**src/design/irvp_pkg.sv**
```systemverilog
`default_nettype none
package irvp_pkg;

  localparam int ANGLE_FRAC_BITS_DEF = 12;

  localparam int MODE_W     = 2;
  localparam int HEADING_W  = 15;
  localparam int VEL_W      = 16;
  localparam int TOL_W      = 14;
  localparam int STATUS_W   = 3;
  localparam int CFG_IDX_W  = 3;
  localparam int CFG_DATA_W = 16;

  localparam logic [MODE_W-1:0] MODE_START  = 2'd0;
  localparam logic [MODE_W-1:0] MODE_TICK   = 2'd1;
  localparam logic [MODE_W-1:0] MODE_BUMPER = 2'd2;

  localparam logic [CFG_IDX_W-1:0] REG_MIN_VEL   = 3'd0;
  localparam logic [CFG_IDX_W-1:0] REG_MAX_VEL   = 3'd1;
  localparam logic [CFG_IDX_W-1:0] REG_ACCEL     = 3'd2;
  localparam logic [CFG_IDX_W-1:0] REG_TOLERANCE = 3'd3;
  localparam logic [CFG_IDX_W-1:0] REG_SAFE_MODE = 3'd4;

  localparam logic [VEL_W-1:0] MIN_VEL_RST   = 16'd410;
  localparam logic [VEL_W-1:0] MAX_VEL_RST   = 16'd4096;
  localparam logic [VEL_W-1:0] ACCEL_RST     = 16'd12984;
  localparam logic [TOL_W-1:0] TOLERANCE_RST = 14'd410;
  localparam logic             SAFE_MODE_RST = 1'b1;

  typedef enum logic [STATUS_W-1:0] {
    ST_IDLE,
    ST_RUNNING,
    ST_FINISHED,
    ST_ABORT_COLLISION,
    ST_ABORT_BUMPER
  } status_t;

  // pi in Q2.30, rounded to nearest in the angle format
  localparam longint PI_Q30 = 64'd3373259426;

  function automatic longint pi_fx(input int frac_bits);
    return ((PI_Q30 >> (30 - frac_bits - 1)) + 64'd1) >> 1;
  endfunction

  // bits of pi as an unsigned value
  function automatic int pi_bits(input int frac_bits);
    return $clog2(pi_fx(frac_bits) + 64'd1);
  endfunction

  // signed width of a wrapped angle
  function automatic int angle_w(input int frac_bits);
    return pi_bits(frac_bits) + 1;
  endfunction

  // signed width of a value handed to the wrap unit
  function automatic int wrap_in_w(input int frac_bits);
    return (pi_bits(frac_bits) + 2 > HEADING_W) ? pi_bits(frac_bits) + 2 : HEADING_W;
  endfunction

endpackage
`default_nettype wire

```
**src/design/irvp_wrap.sv**
```systemverilog
`default_nettype none
module irvp_wrap #(
  parameter int ANGLE_FRAC_BITS = irvp_pkg::ANGLE_FRAC_BITS_DEF
) (
  input  wire logic                                                    clk,
  input  wire logic                                                    rst,
  input  wire logic                                                    start,
  input  wire logic signed [irvp_pkg::wrap_in_w(ANGLE_FRAC_BITS)-1:0] value,
  output logic                                                         done,
  output logic signed [irvp_pkg::angle_w(ANGLE_FRAC_BITS)-1:0]         result
);

  localparam longint PI     = irvp_pkg::pi_fx(ANGLE_FRAC_BITS);
  localparam longint TWO_PI = 2 * PI;
  localparam int     PW     = irvp_pkg::pi_bits(ANGLE_FRAC_BITS);
  localparam int     AW     = irvp_pkg::angle_w(ANGLE_FRAC_BITS);
  localparam int     IW     = irvp_pkg::wrap_in_w(ANGLE_FRAC_BITS);
  localparam int     UW     = IW + 1;
  localparam longint HALF   = longint'(1) << (IW - 1);
  localparam longint BIAS   = TWO_PI * ((HALF + TWO_PI - 1) / TWO_PI);
  localparam int     STEPS  = UW - PW;
  localparam int     CW     = $clog2(STEPS + 1);

  logic [UW-1:0] rem;
  logic [UW-1:0] div;
  logic [CW-1:0] cnt;
  logic          busy;
  logic signed [AW:0] rem_s;

  // restoring remainder by 2*pi, one subtract per cycle
  always_ff @(posedge clk) begin
    if (rst) begin
      busy <= 1'b0;
      done <= 1'b0;
    end else begin
      done <= 1'b0;
      if (start) begin
        rem  <= {value[IW-1], value} + UW'(BIAS);
        div  <= UW'(TWO_PI) << (STEPS - 1);
        cnt  <= CW'(STEPS);
        busy <= 1'b1;
      end else if (busy) begin
        if (rem >= div) begin
          rem <= rem - div;
        end
        div <= div >> 1;
        cnt <= cnt - 1'b1;
        if (cnt == CW'(1)) begin
          busy <= 1'b0;
          done <= 1'b1;
        end
      end
    end
  end

  assign rem_s  = $signed({1'b0, rem[PW:0]});
  assign result = (rem_s > $signed((AW+1)'(PI))) ? AW'(rem_s - $signed((AW+1)'(TWO_PI)))
                                                  : AW'(rem_s);

endmodule
`default_nettype wire

```
**src/design/irvp_isqrt.sv**
```systemverilog
`default_nettype none
module irvp_isqrt #(
  parameter int ARG_W = 32
) (
  input  wire logic                   clk,
  input  wire logic                   rst,
  input  wire logic                   start,
  input  wire logic [ARG_W-1:0]       arg,
  output logic                        done,
  output logic [(ARG_W+1)/2-1:0]      root
);

  localparam int N  = (ARG_W + 1) / 2;
  localparam int CW = $clog2(N + 1);

  logic [2*N-1:0] acc;
  logic [N:0]     rem;
  logic [CW-1:0]  cnt;
  logic           busy;
  logic [N+2:0]   rem_sh;
  logic [N+2:0]   trial;
  logic [N+2:0]   diff;

  // one result bit per cycle
  assign rem_sh = {rem, acc[2*N-1 -: 2]};
  assign trial  = {1'b0, root, 2'b01};
  assign diff   = rem_sh - trial;

  always_ff @(posedge clk) begin
    if (rst) begin
      busy <= 1'b0;
      done <= 1'b0;
    end else begin
      done <= 1'b0;
      if (start) begin
        acc  <= (2*N)'(arg);
        rem  <= '0;
        root <= '0;
        cnt  <= CW'(N);
        busy <= 1'b1;
      end else if (busy) begin
        acc <= acc << 2;
        if (rem_sh >= trial) begin
          rem  <= diff[N:0];
          root <= {root[N-2:0], 1'b1};
        end else begin
          rem  <= rem_sh[N:0];
          root <= {root[N-2:0], 1'b0};
        end
        cnt <= cnt - 1'b1;
        if (cnt == CW'(1)) begin
          busy <= 1'b0;
          done <= 1'b1;
        end
      end
    end
  end

endmodule
`default_nettype wire

```
**src/design/in_place_rotation_velocity_profile.sv**
```systemverilog
// In-place full-turn velocity profile.
// Input channel (in_valid/in_stall) carries mode, heading and path_blocked; a
// start item latches the turn origin, a tick returns the commanded turn_rate
// and status, a bumper item is stored for the next tick. Every request gives
// exactly one result on the output channel (out_valid/out_stall).
// Registers are written over cfg_valid/cfg_ready/cfg_index/cfg_data; cfg_ready
// is always high and writes to unknown indexes are dropped.
// A tick of a running turn runs the angle wrap unit twice (one subtract a
// cycle, three steps at the default format), one multiply, then the
// square-root unit at one result bit per cycle.
// One request is worked on at a time; in_stall is high until its result has
// entered the output register.
// The output register holds a result while out_stall is high, and a new
// request is already taken in meanwhile; the next result waits inside.
// Reset (rst, synchronous) restores the register defaults, ends any turn and
// clears the stored flags and empties the output register.
`default_nettype none
module in_place_rotation_velocity_profile #(
  parameter int ANGLE_FRAC_BITS = irvp_pkg::ANGLE_FRAC_BITS_DEF
) (
  input  wire logic                                   clk,
  input  wire logic                                   rst,
  input  wire logic                                   in_valid,
  output logic                                        in_stall,
  input  wire logic [irvp_pkg::MODE_W-1:0]            mode,
  input  wire logic signed [irvp_pkg::HEADING_W-1:0]  heading,
  input  wire logic                                   path_blocked,
  output logic                                        out_valid,
  input  wire logic                                   out_stall,
  output logic [irvp_pkg::VEL_W-1:0]                  turn_rate,
  output logic [irvp_pkg::STATUS_W-1:0]               status,
  input  wire logic                                   cfg_valid,
  output logic                                        cfg_ready,
  input  wire logic [irvp_pkg::CFG_IDX_W-1:0]         cfg_index,
  input  wire logic [irvp_pkg::CFG_DATA_W-1:0]        cfg_data
);

  localparam longint PI   = irvp_pkg::pi_fx(ANGLE_FRAC_BITS);
  localparam int     AW   = irvp_pkg::angle_w(ANGLE_FRAC_BITS);
  localparam int     IW   = irvp_pkg::wrap_in_w(ANGLE_FRAC_BITS);
  localparam int     VW_C = irvp_pkg::VEL_W;
  localparam int     PRW  = VW_C + AW + 1;
  localparam int     SH_L = (ANGLE_FRAC_BITS <= 12) ? 12 - ANGLE_FRAC_BITS : 0;
  localparam int     SH_R = (ANGLE_FRAC_BITS > 12) ? ANGLE_FRAC_BITS - 12 : 0;
  localparam int     AGW  = PRW + SH_L - SH_R;
  localparam int     RTW  = (AGW + 1) / 2;
  localparam int     VW   = (RTW > VW_C) ? RTW : VW_C;
  localparam int     CMPW = ((AW > irvp_pkg::TOL_W) ? AW : irvp_pkg::TOL_W) + 2;

  typedef enum logic [2:0] {
    S_IDLE,
    S_WRAP_H,
    S_WRAP_S,
    S_CHECK,
    S_MUL,
    S_ROOT_GO,
    S_ROOT,
    S_OUT
  } fsm_t;

  fsm_t state;

  logic [VW_C-1:0]               min_vel;
  logic [VW_C-1:0]               max_vel;
  logic [VW_C-1:0]               accel;
  logic [irvp_pkg::TOL_W-1:0]    tol;
  logic                          safe;

  logic signed [AW-1:0]          start_offset;
  logic                          passed_half;
  logic                          bumper_seen;
  logic                          turning;

  logic [irvp_pkg::MODE_W-1:0]   mode_q;
  logic                          blocked_q;
  logic signed [AW-1:0]          cur;
  logic [AW-1:0]                 dist_q;
  logic [PRW-1:0]                prod;
  logic [VW_C-1:0]               res_rate;
  irvp_pkg::status_t             res_status;

  logic                          accept;
  logic                          wrap_start;
  logic signed [IW-1:0]          wrap_value;
  logic                          wrap_done;
  logic signed [AW-1:0]          wrap_res;
  logic                          sq_start;
  logic [AGW-1:0]                sq_arg;
  logic [PRW+SH_L-1:0]           prod_wide;
  logic                          sq_done;
  logic [RTW-1:0]                sq_root;

  logic signed [AW:0]            dist_s;
  logic [VW-1:0]                 vel_lo;
  logic [VW_C-1:0]               vel;
  logic signed [CMPW-1:0]        cur_ext;
  logic signed [CMPW-1:0]        tol_neg;
  logic                          ph_new;

  assign cfg_ready = 1'b1;
  assign in_stall  = (state != S_IDLE);
  assign accept    = in_valid && !in_stall;

  assign wrap_start = (accept && (mode == irvp_pkg::MODE_START ||
                                  (mode == irvp_pkg::MODE_TICK && turning))) ||
                      (state == S_WRAP_H && wrap_done && mode_q != irvp_pkg::MODE_START);
  assign wrap_value = (state == S_IDLE) ? IW'(heading) : IW'(wrap_res) + IW'(start_offset);

  assign sq_start  = (state == S_ROOT_GO);
  assign prod_wide = (PRW+SH_L)'(prod) << SH_L;
  assign sq_arg    = AGW'(prod_wide >> SH_R);

  assign dist_s  = $signed((AW+1)'(PI)) - (AW+1)'(cur);
  assign vel_lo  = (VW'(sq_root) < VW'(min_vel)) ? VW'(min_vel) : VW'(sq_root);
  assign vel     = (vel_lo > VW'(max_vel)) ? max_vel : vel_lo[VW_C-1:0];
  assign cur_ext = CMPW'(cur);
  assign tol_neg = -$signed({{(CMPW-irvp_pkg::TOL_W){1'b0}}, tol});
  assign ph_new  = passed_half || (cur < 0);

  irvp_wrap #(
    .ANGLE_FRAC_BITS(ANGLE_FRAC_BITS)
  ) u_wrap (
    .clk   (clk),
    .rst   (rst),
    .start (wrap_start),
    .value (wrap_value),
    .done  (wrap_done),
    .result(wrap_res)
  );

  irvp_isqrt #(
    .ARG_W(AGW)
  ) u_isqrt (
    .clk  (clk),
    .rst  (rst),
    .start(sq_start),
    .arg  (sq_arg),
    .done (sq_done),
    .root (sq_root)
  );

  always_ff @(posedge clk) begin
    if (rst) begin
      state        <= S_IDLE;
      min_vel      <= irvp_pkg::MIN_VEL_RST;
      max_vel      <= irvp_pkg::MAX_VEL_RST;
      accel        <= irvp_pkg::ACCEL_RST;
      tol          <= irvp_pkg::TOLERANCE_RST;
      safe         <= irvp_pkg::SAFE_MODE_RST;
      start_offset <= '0;
      passed_half  <= 1'b0;
      bumper_seen  <= 1'b0;
      turning      <= 1'b0;
      out_valid    <= 1'b0;
    end else begin
      if (cfg_valid && cfg_ready) begin
        unique case (cfg_index)
          irvp_pkg::REG_MIN_VEL:   min_vel <= cfg_data;
          irvp_pkg::REG_MAX_VEL:   max_vel <= cfg_data;
          irvp_pkg::REG_ACCEL:     accel   <= cfg_data;
          irvp_pkg::REG_TOLERANCE: tol     <= cfg_data[irvp_pkg::TOL_W-1:0];
          irvp_pkg::REG_SAFE_MODE: safe    <= cfg_data[0];
          default: ;
        endcase
      end

      if (out_valid && !out_stall) begin
        out_valid <= 1'b0;
      end

      unique case (state)
        S_IDLE: begin
          if (accept) begin
            mode_q    <= mode;
            blocked_q <= path_blocked;
            res_rate  <= '0;
            res_status <= turning ? irvp_pkg::ST_RUNNING : irvp_pkg::ST_IDLE;
            if (mode == irvp_pkg::MODE_START ||
                (mode == irvp_pkg::MODE_TICK && turning)) begin
              state <= S_WRAP_H;
            end else begin
              if (mode == irvp_pkg::MODE_BUMPER) begin
                bumper_seen <= 1'b1;
              end
              state <= S_OUT;
            end
          end
        end
        S_WRAP_H: begin
          if (wrap_done) begin
            if (mode_q == irvp_pkg::MODE_START) begin
              start_offset <= -wrap_res;
              passed_half  <= 1'b0;
              bumper_seen  <= 1'b0;
              turning      <= 1'b1;
              res_status   <= irvp_pkg::ST_RUNNING;
              state        <= S_OUT;
            end else begin
              state <= S_WRAP_S;
            end
          end
        end
        S_WRAP_S: begin
          if (wrap_done) begin
            cur   <= wrap_res;
            state <= S_CHECK;
          end
        end
        S_CHECK: begin
          dist_q <= dist_s[AW-1:0];
          if (safe && blocked_q && dist_s != '0) begin
            turning    <= 1'b0;
            res_status <= irvp_pkg::ST_ABORT_COLLISION;
            state      <= S_OUT;
          end else if (!safe && bumper_seen) begin
            turning    <= 1'b0;
            res_status <= irvp_pkg::ST_ABORT_BUMPER;
            state      <= S_OUT;
          end else begin
            state <= S_MUL;
          end
        end
        S_MUL: begin
          prod  <= {(PRW-1)'(accel) * (PRW-1)'(dist_q), 1'b0};
          state <= S_ROOT_GO;
        end
        S_ROOT_GO: begin
          state <= S_ROOT;
        end
        S_ROOT: begin
          if (sq_done) begin
            res_rate    <= vel;
            passed_half <= ph_new;
            if (ph_new && cur_ext >= tol_neg) begin
              turning    <= 1'b0;
              res_status <= irvp_pkg::ST_FINISHED;
            end else begin
              res_status <= irvp_pkg::ST_RUNNING;
            end
            state <= S_OUT;
          end
        end
        S_OUT: begin
          if (!out_valid || !out_stall) begin
            turn_rate <= res_rate;
            status    <= res_status;
            out_valid <= 1'b1;
            state     <= S_IDLE;
          end
        end
        default: state <= S_IDLE;
      endcase
    end
  end

endmodule
`default_nettype wire

```
**config.mk**
```make
export PLATFORM = sky130hd
export DESIGN_NAME = in_place_rotation_velocity_profile
export DESIGN_NICKNAME = d
export VERILOG_FILES = /design/src/design/irvp_pkg.sv /design/src/design/irvp_wrap.sv /design/src/design/irvp_isqrt.sv /design/src/design/in_place_rotation_velocity_profile.sv
export SDC_FILE = /design/constraint.sdc
export NUM_CORES = 1
export LEC_CHECK = 0
export BUFFER_PORTS_ARGS = -buffer_cell sky130_fd_sc_hd__buf_2
export CAP_MARGIN = 25
export CORE_MARGIN = 5
export CORE_UTILIZATION = 50
export CTS_CLUSTER_DIAMETER = 30
export DETAILED_ROUTE_END_ITERATION = 6
export PLACE_DENSITY = 0.68
export SLEW_MARGIN = 20
export SYNTH_ARGS = -nofsm -noshare
export SYNTH_HDL_FRONTEND = slang
export SYNTH_HIERARCHICAL = 1
export SYNTH_SLANG_ARGS = --single-unit
export TNS_END_PERCENT = 1
```
**constraint.sdc**
```tcl
create_clock -name clk -period 10.2 [get_ports clk]
set_clock_uncertainty 0.15 [all_clocks]
set_input_delay 0.51 -clock clk [delete_from_list [all_inputs] [get_ports clk]]
set_output_delay 0.51 -clock clk [all_outputs]
set_load 0.005 [all_outputs]
```
Word-level counts from Yosys, hierarchy flattened
Cells that the tools add are included.
Cells by class
  add/subtract/negate cells: 10
  multipliers: 1
  div/mod/pow operators: 0
  order comparisons: 7
  eq/ne operators: 25
  shifts and indexed selects: 0
  muxes and demuxes: 64
  bitwise logic cells: 3
  reduce and logical (&&, ||, !) cells: 55
Operator list (number)
  2-to-1 mux 17 bit: 6
  2-to-1 mux 16 bit: 6
  2-to-1 mux 32 bit: 2
  2-to-1 mux 3 bit: 13
  subtractor 17 bit: 2
  one-hot mux 16 bit (2 select lines): 1
  multiplier 16 x 15 -> 31 bit: 1
  2-to-1 mux 1 bit: 25
  one-hot mux 3 bit (8 select lines): 1
  >= comparator 19 x 18 -> 1 bit: 1
  AND reduction 2 bit: 9
  adder 17 x 16 -> 17 bit (second input constant): 1
  >= comparator 15 x 17 -> 1 bit: 1
  >= comparator 17 bit: 1
  negator 14 -> 17 bit: 1
  adder 15 x 15 -> 16 bit: 1
  > comparator 16 bit: 1
  < comparator 16 bit: 1
  nonzero test 16 bit: 1
  subtractor 15 x 15 -> 16 bit (first input constant): 1
  equality test 3 bit (second input constant): 5
  > comparator 15 x 14 -> 1 bit (second input constant): 1
  < comparator 15 x 1 -> 1 bit (second input constant): 1
  2-to-1 mux 15 bit: 1
  32 further kinds: 81
Storage, ports and cells
  register bits after elaboration: 296
  latch bits: 0
  RAM bits: 0
  bits in read-only memories: 0
  bits of input ports: 42
  output and inout bits: 22
  logic and storage cells: 196
  memories: 0

Logic depth before layout (Yosys ltp)
Gate-level depths: netlist (run 1).
  word-level depth: 7
  mapped depth: 24

Cells and area by module
The synthesis (run 1) kept the hierarchy.
By module, submodules not included
  in_place_rotation_velocity_profile: times used 1, cells each 1939, area each 17628.2 um^2, seq. area each 4764.6 um^2
  irvp_isqrt: times used 1, cells each 312, area each 3861.2 um^2, seq. area each 2142.1 um^2
  irvp_wrap: times used 1, cells each 329, area each 2922.8 um^2, seq. area each 1121.1 um^2

Worst setup path before layout (run 1)
No wires, ideal clock.
  path kind: flip-flop to flip-flop
  start: register dist_q[5]
  end: register prod[27] (data pin)
  arrival time: 5931 ps
  data required time: 9792 ps
  slack: 3862 ps
  cell stages (with the launch flop): 22
  path buffers: 1
  period minus slack after synthesis: 6338 ps
  path through: edfxtp_1 clkbuf_1 and2_1 fa_1 inv_1 fa_1 inv_1 fa_1 fa_1 fa_1 inv_1 fa_1 inv_1 ha_1 a211oi_1 nor2_1 o41a_1 a22o_1 a211o_1 a31o_1 a21o_1 xnor2_1
Between the ends
  word-level cells in the longest chain between the ends: 1
Ends and longest elaborated chain
  start: declaration: RTL line in_place_rotation_velocity_profile.sv:77  | logic [AW-1:0] dist_q;
  start signal: assignment: RTL line in_place_rotation_velocity_profile.sv:210  | dist_q <= dist_s[AW-1:0];
  multiplier 16 x 15 -> 31 bit: RTL line in_place_rotation_velocity_profile.sv:224  | prod <= {(PRW-1)'(accel) * (PRW-1)'(dist_q), 1'b0};
  end signal: assignment: RTL line in_place_rotation_velocity_profile.sv:224
  end: declaration: RTL line in_place_rotation_velocity_profile.sv:78  | logic [PRW-1:0] prod;
Every way passes these cells.
A chain may end at the register's enable or synchronous reset.

Worst setup path after layout (run 1)
  start: register dist_q[5]
  end: register prod[30] (data pin)
Same word-level chain as after synthesis.

==> results of run 1 <==
[layout make-up]
cell class                      count  area (um2)
Tap cell                          622         778
Clock inverter                     54         687
Multi-Input combinational cell   1855       14800
Timing Repair Buffer               88         519
Inverter                          320        1200
Sequential cell                   297        8030
Fill cell                        4222       20700
Clock buffer                       84        1930
[worst max-delay path: stages (launching register included)]
cell	delay, ns
edfxtp_1	0.59
and2_1	0.28
fa_1	0.54
inv_1	0.06
fa_1	0.54
inv_1	0.05
fa_1	0.51
fa_1	0.45
fa_1	0.55
inv_1	0.06
fa_1	0.52
inv_1	0.04
ha_1	0.36
and3_1	0.18
o211ai_1	0.14
o21ba_2	0.28
o311ai_0	0.59
nand3_1	0.21
a31oi_1	0.28
o21a_1	0.14
nor2_1	0.04
xnor2_1	0.12
[sequential cells by signal, indices dropped and copies added (netlist names), 5 cells and up]
| name | count |
|---|---|
| u_isqrt/rem | 17 |
| turn_rate | 16 |
| res_rate | 16 |
| cur | 15 |
| u_isqrt/acc | 32 |
| accel | 16 |
| dist_q | 15 |
| u_isqrt/cnt | 5 |
| start_offset | 15 |
| u_isqrt/root | 16 |
| min_vel | 16 |
| prod | 31 |
| tol | 14 |
| max_vel | 16 |
| u_wrap/rem | 17 |
| u_wrap/div | 17 |
[routing by layer]
| metal | track usage | vias up |
|---|---|---|
| li1 | - | 8846 |
| met2 | 0.367 | 552 |
| met1 | 0.321 | 9097 |
| met4 | 0.0693 | 0 |
| met5 | 0 | - |
| met3 | 0.0354 | 97 |
[placed cells by master (no fill, tap or decap), drive strengths merged, types with 33 or more instances in the layout]
master  instances
buf            84
nor3           40
o21ai         119
nand2         341
fa            182
xor2           36
and2          144
inv           327
clkbuf         84
a21oi         149
xnor2          77
nor2          152
edfxtp        208
dfxtp          89
ha            202
a211oi         33
[metrics by stage]
step           power, mW  area, um2  utilization  setup WS (ns)  instances
3_5_place_dp        4.61      25300        0.519           3.27       3176
6_report            7.04      27900        0.574           3.26       3320
5_1_grt             7.57      27900        0.574           2.89       3320
3_3_place_gp        4.54      25200        0.519           3.40       3175
4_1_cts             7.09      27900        0.574           3.23       3318
2_1_floorplan       3.97      24400            -           3.86       2580
[worst min path at each step]
| stage | from | end | slack [ns] | depth (start not counted) |
|---|---|---|---|---|
| finish | cfg_data[9] | tol[9] | 0.04 | 3 |
| global route | cfg_data[5] | tol[5] | 0.02 | 3 |
| CTS | cfg_data[5] | tol[5] | 0.003 | 3 |
| detailed placement | res_rate[5] | turn_rate[5] | 0.25 | 0 |
| global placement | res_rate[7] | turn_rate[7] | 0.26 | 0 |
| floorplan | res_status[0] | status[0] | 0.25 | 0 |
[synth_stat cells (all sizes together) (10+ instances only)]
library cell,number
mux2i,14
o211ai,14
edfxtp,208
nand3b,15
o21a,20
xnor2,77
and2,144
nand2,341
o21ai,119
dfxtp,89
nand3,24
or3,17
a21oi,149
a21o,29
and3,12
a211o,10
inv,319
fa,182
o31ai,14
mux2,32
nand2b,22
xor2,36
nand4,14
buf,11
nor3,40
a31oi,15
nor4,27
a211oi,33
ha,202
nor2,152
nor2b,13
clkbuf,97
[what timing repair did]
action	CTS	global route
setup endpoints to repair	0	0
buffers inserted	0	0
hold buffers	4	0
hold endpoints to repair	5	0
[power by group through the flow]
stage | clock, mW | combinational [mW] | sequential (mW)
floorplan | 0 | 2.34 | 1.63
global placement | 0 | 2.86 | 1.68
detailed placement | 0 | 2.93 | 1.68
CTS | 2.45 | 2.97 | 1.66
global route | 2.53 | 3.37 | 1.68
finish | 2.41 | 2.97 | 1.66
[logic make-up after synthesis]
kind of cell,after synthesis
compound gates,464
simple gates,846
mux,46
other cells,2
flops,297
fa+ha+maj,384
xor+xnor,113
buf+inv,428
==> flow_summary.ini, run 1 <==
[floorplanning]
die_y_um = 231
core_area_mm2 = 0.0486
num_rows = 81
ioPinCount = 64
dieWidth_um = 231
start_util = 0.502
die_area_mm2 = 0.0533

[finish]
area_growth_pct = 14.4
diodes = 0
drive_gt1_frac = 0.110
nets = 3062

[setup_path]
rr_worst_depth = 21
start_kind = flip-flop
cp_max_fo = 16
end_kind = flip-flop
cp-endpoint = prod[30]
critPathLaunch = dist_q[5]
r2r-end = prod[30]
ff2ff_setup_slack_ns = 3.26
critPathArrivalTime_ns = 7.13
r2r_start = dist_q[5]
crit_type = reg2reg
cp.required_ns = 10.40

[global_route]
grt_util_all_layers = 0.228
grt_pass1_vias = 19100
grt_max_degree = 72
grt_pass1_wl_um = 98900
grt_overflow = 0
grt_antenna_before_repair = 0

[synthesis]
synth-seq-cells = 297
ys_seq_area_frac = 0.329
synth_compound_area_frac = 0.121
synth_edf_count = 208
syn_nets = 3006
synth-main-ff-cell = edfxtp_1
synthAdderAreaFrac = 0.253
synthMuxAreaShare = 0.0205
synth_warnings = 6
synth_cell_types = 95
synth_xor_area_frac = 0.0405
synth_top_area_frac = 0.256
syn_inst = 2580
async_flop_share = 0
synth.avg_cell_area_um2 = 9.46
synthSimpleGateAreaFrac = 0.168
synthTopCellsByArea = edfxtp_1 (26%), fa_1 (15%), ha_1 (10%)
yosys.area.top_type = edfxtp_1
synth_top_family_by_area = adder cells
syn_area_mm2 = 0.0244

[power]
powerDensity_mw_per_mm2 = 252
comb_power_share = 0.421
vdd_ir_drop_max_mv = 0.250
leakage_nw = 12.0
p_clk_frac = 0.343
switching_share = 0.364
p_switching_mw = 2.57
p_seq_frac = 0.236
p_int_mw = 4.48

[clock_tree]
cts-htree-levels = 3
cts-resized-gates = 0
clk_path_buf_depth = 3
clock-sinks = 297
clk_pin_slew_worst_paths_ns = 0.05
cts_tree = yes
clk_latency_ns = 0.62
cts_buffers = 74
cts_root_buffer = clkbuf_16

[hold_path]
holdCritPathClass = in2reg

[run_status]
status = finished, final reports clean

[detailed_routing]
wl_met1_um = 27200
highest_layer = met4
ant_nets = 0
totalWireLength_um = 60200
drt-initial-drc-count = 1203
vias = 18600
vias_per_cell = 5.60
wl_per_cell_um = 18.1
wl_met2_um = 27900
drc = 0
drt_first_pass_iters = 5
dr_wl_met3_um = 3610

[place]
dp_hpwl_um = 45400
gp_congestion = 0.915
port_buffers = 62

[timing]
final.min_clock_period_ns = 6.94
hold_violations = 0
period_share = 0.680
max_slew_margin = 0.370
grt_setup_unrepaired = no
worstMarginPinSlew_ns = 0.946
tns_ns = 0
setup_viol = 0
hold_ws_ns = 0.0355
slew_violations = 0
clock.fmax_mhz = 144

[run]
drv_cap = 0
No activity file was read; power rests on OpenSTA's default activity.
==> run 2, diff against run 1 <==
--- a/config.mk
+++ b/config.mk
@@ -11,7 +11,7 @@
 export CORE_UTILIZATION = 50
 export CTS_CLUSTER_DIAMETER = 30
 export DETAILED_ROUTE_END_ITERATION = 6
-export PLACE_DENSITY = 0.68
+export PLACE_DENSITY = 0.71
 export SLEW_MARGIN = 20
 export SYNTH_ARGS = -nofsm -noshare
 export SYNTH_HDL_FRONTEND = slang
==> constraint.sdc (replaced) <==
create_clock -name clk -period 5.79 [get_ports clk]
set_clock_uncertainty 0.15 [all_clocks]
set_input_delay 0.2895 -clock clk [delete_from_list [all_inputs] [get_ports clk]]
set_output_delay 0.2895 -clock clk [all_outputs]
set_load 0.005 [all_outputs]
==> run 2 against run 1 <==
- the run now ends with setup timing left
- count of clock-buffer cells in the layout down 2
- global-route usage increased by 0.065 points
- core utilization up 2.7 points
- cell area increased by 4.7%
- sequential share of layout area shrank 1.3 points
- die area unchanged
- sequential power increased by 75%
==> flow_summary.ini, run 2 (synthesized netlist as in run 1, its figures left out) <==
[run_status]
status = finished with violations
violations = setup timing

[floorplanning]
die_y_um = 231
ioPinCount = 64
num_rows = 81
dieWidth_um = 231
die_area_mm2 = 0.0533
start_util = 0.502
core_area_mm2 = 0.0486

[power]
vdd_ir_drop_max_mv = 0.540
p_seq_frac = 0.214
power_mw = 13.6
p_switching_mw = 4.90
leakage_nw = 12.6
powerDensity_mw_per_mm2 = 466
comb_power_share = 0.484
p_clk_frac = 0.303
switching_share = 0.359
p_int_mw = 8.73

[setup_path]
critPathArrivalTime_ns = 6.51
r2r-end = prod[30]
rr_worst_depth = 25
cp.required_ns = 5.96
crit_type = reg2reg
r2r_start = dist_q[2]
cp_max_fo = 6
ff2ff_setup_slack_ns = -0.55
start_kind = flip-flop
critPathLaunch = dist_q[2]
end_kind = flip-flop

[hold_path]
hp-start = cfg_index[0]
holdCritPathClass = in2reg
hold_depth = 4
hold_path_end = accel[1]

[finish]
largest_reg_flops = 32
drive_gt1_frac = 0.161
regMostFlops = u_isqrt/acc
nets = 3202
final_common_cell = nand2_1
area_growth_pct = 19.8
top_regs = u_isqrt/acc x32, prod x31
final_cell_mix = nand2_1 (341), inv_1 (313), edfxtp_1 (208), ha_1 (190), fa_1 (181)

[detailed_routing]
wl_met2_um = 29200
wl_met1_um = 26300
drt_first_pass_iters = 5
dr_wl_met3_um = 3450
drt-initial-drc-count = 1233
ant_nets = 0
drc = 0
vias_per_cell = 5.56
highest_layer = met4
totalWireLength_um = 60600
vias = 19200
wl_per_cell_um = 17.5

[place]
port_buffers = 62
place_ws_ns = -0.597
gp_congestion = 0.934
dp_hpwl_um = 45500

[clock_tree]
cts_root_buffer = clkbuf_16
clock-sinks = 297
cts_buffers = 73
clk_path_buf_depth = 3
cts-htree-levels = 3
clk_pin_slew_worst_paths_ns = 0.05
cts_tree = yes
clk_latency_ns = 0.60

[global_route]
grt_overflow = 0
grt_util_all_layers = 0.229
grt_pass1_vias = 20100
grt_antenna_before_repair = 0
grt_pass1_wl_um = 100000
grt_max_degree = 72

[run]
drv_cap = 0

[timing]
setup_ws_ns = -0.548
max_slew_margin = 0.355
slew_violations = 0
final.min_clock_period_ns = 6.34
grt_setup_unrepaired = yes
worstMarginPinSlew_ns = 0.965
period_share = 1.09
clock.fmax_mhz = 158
hold_violations = 0
setup_viol = 12
==> run 2: cell types whose count changed in the layout (fill, tap and decap cells not counted), sizes merged <==
cell,previous run,this run
dlygate4sd3,4,26
diode,0,1
clkinvlp,7,4
bufinv,10,9
clkinv,30,23
clkbuf,84,82
buf,84,203
inv,327,333
==> run 2: worst max path at each step <==
stage / depth (start not counted) / slack [ns] / endpoint
after detailed placement: 21 / -0.60 / prod[31]
final: 25 / -0.55 / prod[30]
after floorplan: 21 / -0.18 / prod[27]
after global routing: 25 / -0.77 / prod[30]
after global placement: 21 / -0.46 / prod[31]
after CTS: 22 / -0.51 / prod[27]
==> run 2: final cells by class <==
type | count | area (um2)
sequential | 297 | 8030
multi-input combinational | 1855 | 15100
fill | 4045 | 19400
tap | 622 | 778
inverter | 320 | 1200
timing repair buffer | 229 | 1680
antenna | 1 | 2.50
clock buffer | 82 | 1920
clock inverter | 49 | 574
==> run 2: power groups by stage <==
stage,Sequential (mW),Combinational [mW],Clock [mW]
after global placement,2.94,6.04,0
after global routing,2.93,7.42,4.33
after detailed placement,2.94,6.22,0
after CTS,2.91,6.41,4.19
final,2.91,6.59,4.12
after floorplan,2.87,4.47,0
==> run 2: routing by layer <==
layer / vias up / GRT usage
met2: 594 / 0.387
met5: - / 0
met3: 128 / 0.0402
met1: 9349 / 0.301
li1: 9134 / -
met4: 0 / 0.0711
==> run 2: worst max-delay path, cell delays in order (launching register included) <==
cell and delay [ns]:
edfxtp_1 0.49, buf_6 0.18, and2_4 0.15, fa_1 0.53, inv_1 0.05, fa_1 0.48, inv_1 0.05, fa_1 0.49
inv_1 0.05, fa_1 0.47, inv_1 0.05, fa_1 0.53, inv_1 0.05, fa_2 0.53, inv_2 0.05, ha_4 0.26
o211ai_1 0.11, buf_4 0.15, buf_4 0.12, o21ba_2 0.24, o311ai_4 0.27, nand3_2 0.13, a31oi_2 0.17, o21a_1 0.13
nor2_1 0.05, xnor2_1 0.13
==> run 2: timing repair <==
action | CTS | global route
buffers inserted | 13 | 1
gates resized for setup | 15 | 22
pin swaps | 16 | 11
setup endpoints to repair | 14 | 20
hold buffers | 26 | 0
endpoints found under the hold margin | 71 | 0
==> run 2: through the flow <==
stage | cell area [um2] | hold slack [ns] | setup TNS, ns | utilization | instances
detailed placement | 26200 | 0.258 | -4.41 | 0.538 | 3281
global route | 29200 | 0.0397 | -6.57 | 0.601 | 3454
floorplan | 24600 | 0.216 | -0.683 | - | 2580
CTS | 29100 | 0.0169 | -3.43 | 0.598 | 3451
global placement | 26200 | 0.258 | -3.14 | 0.538 | 3280
finish | 29200 | 0.0161 | -3.87 | 0.601 | 3455
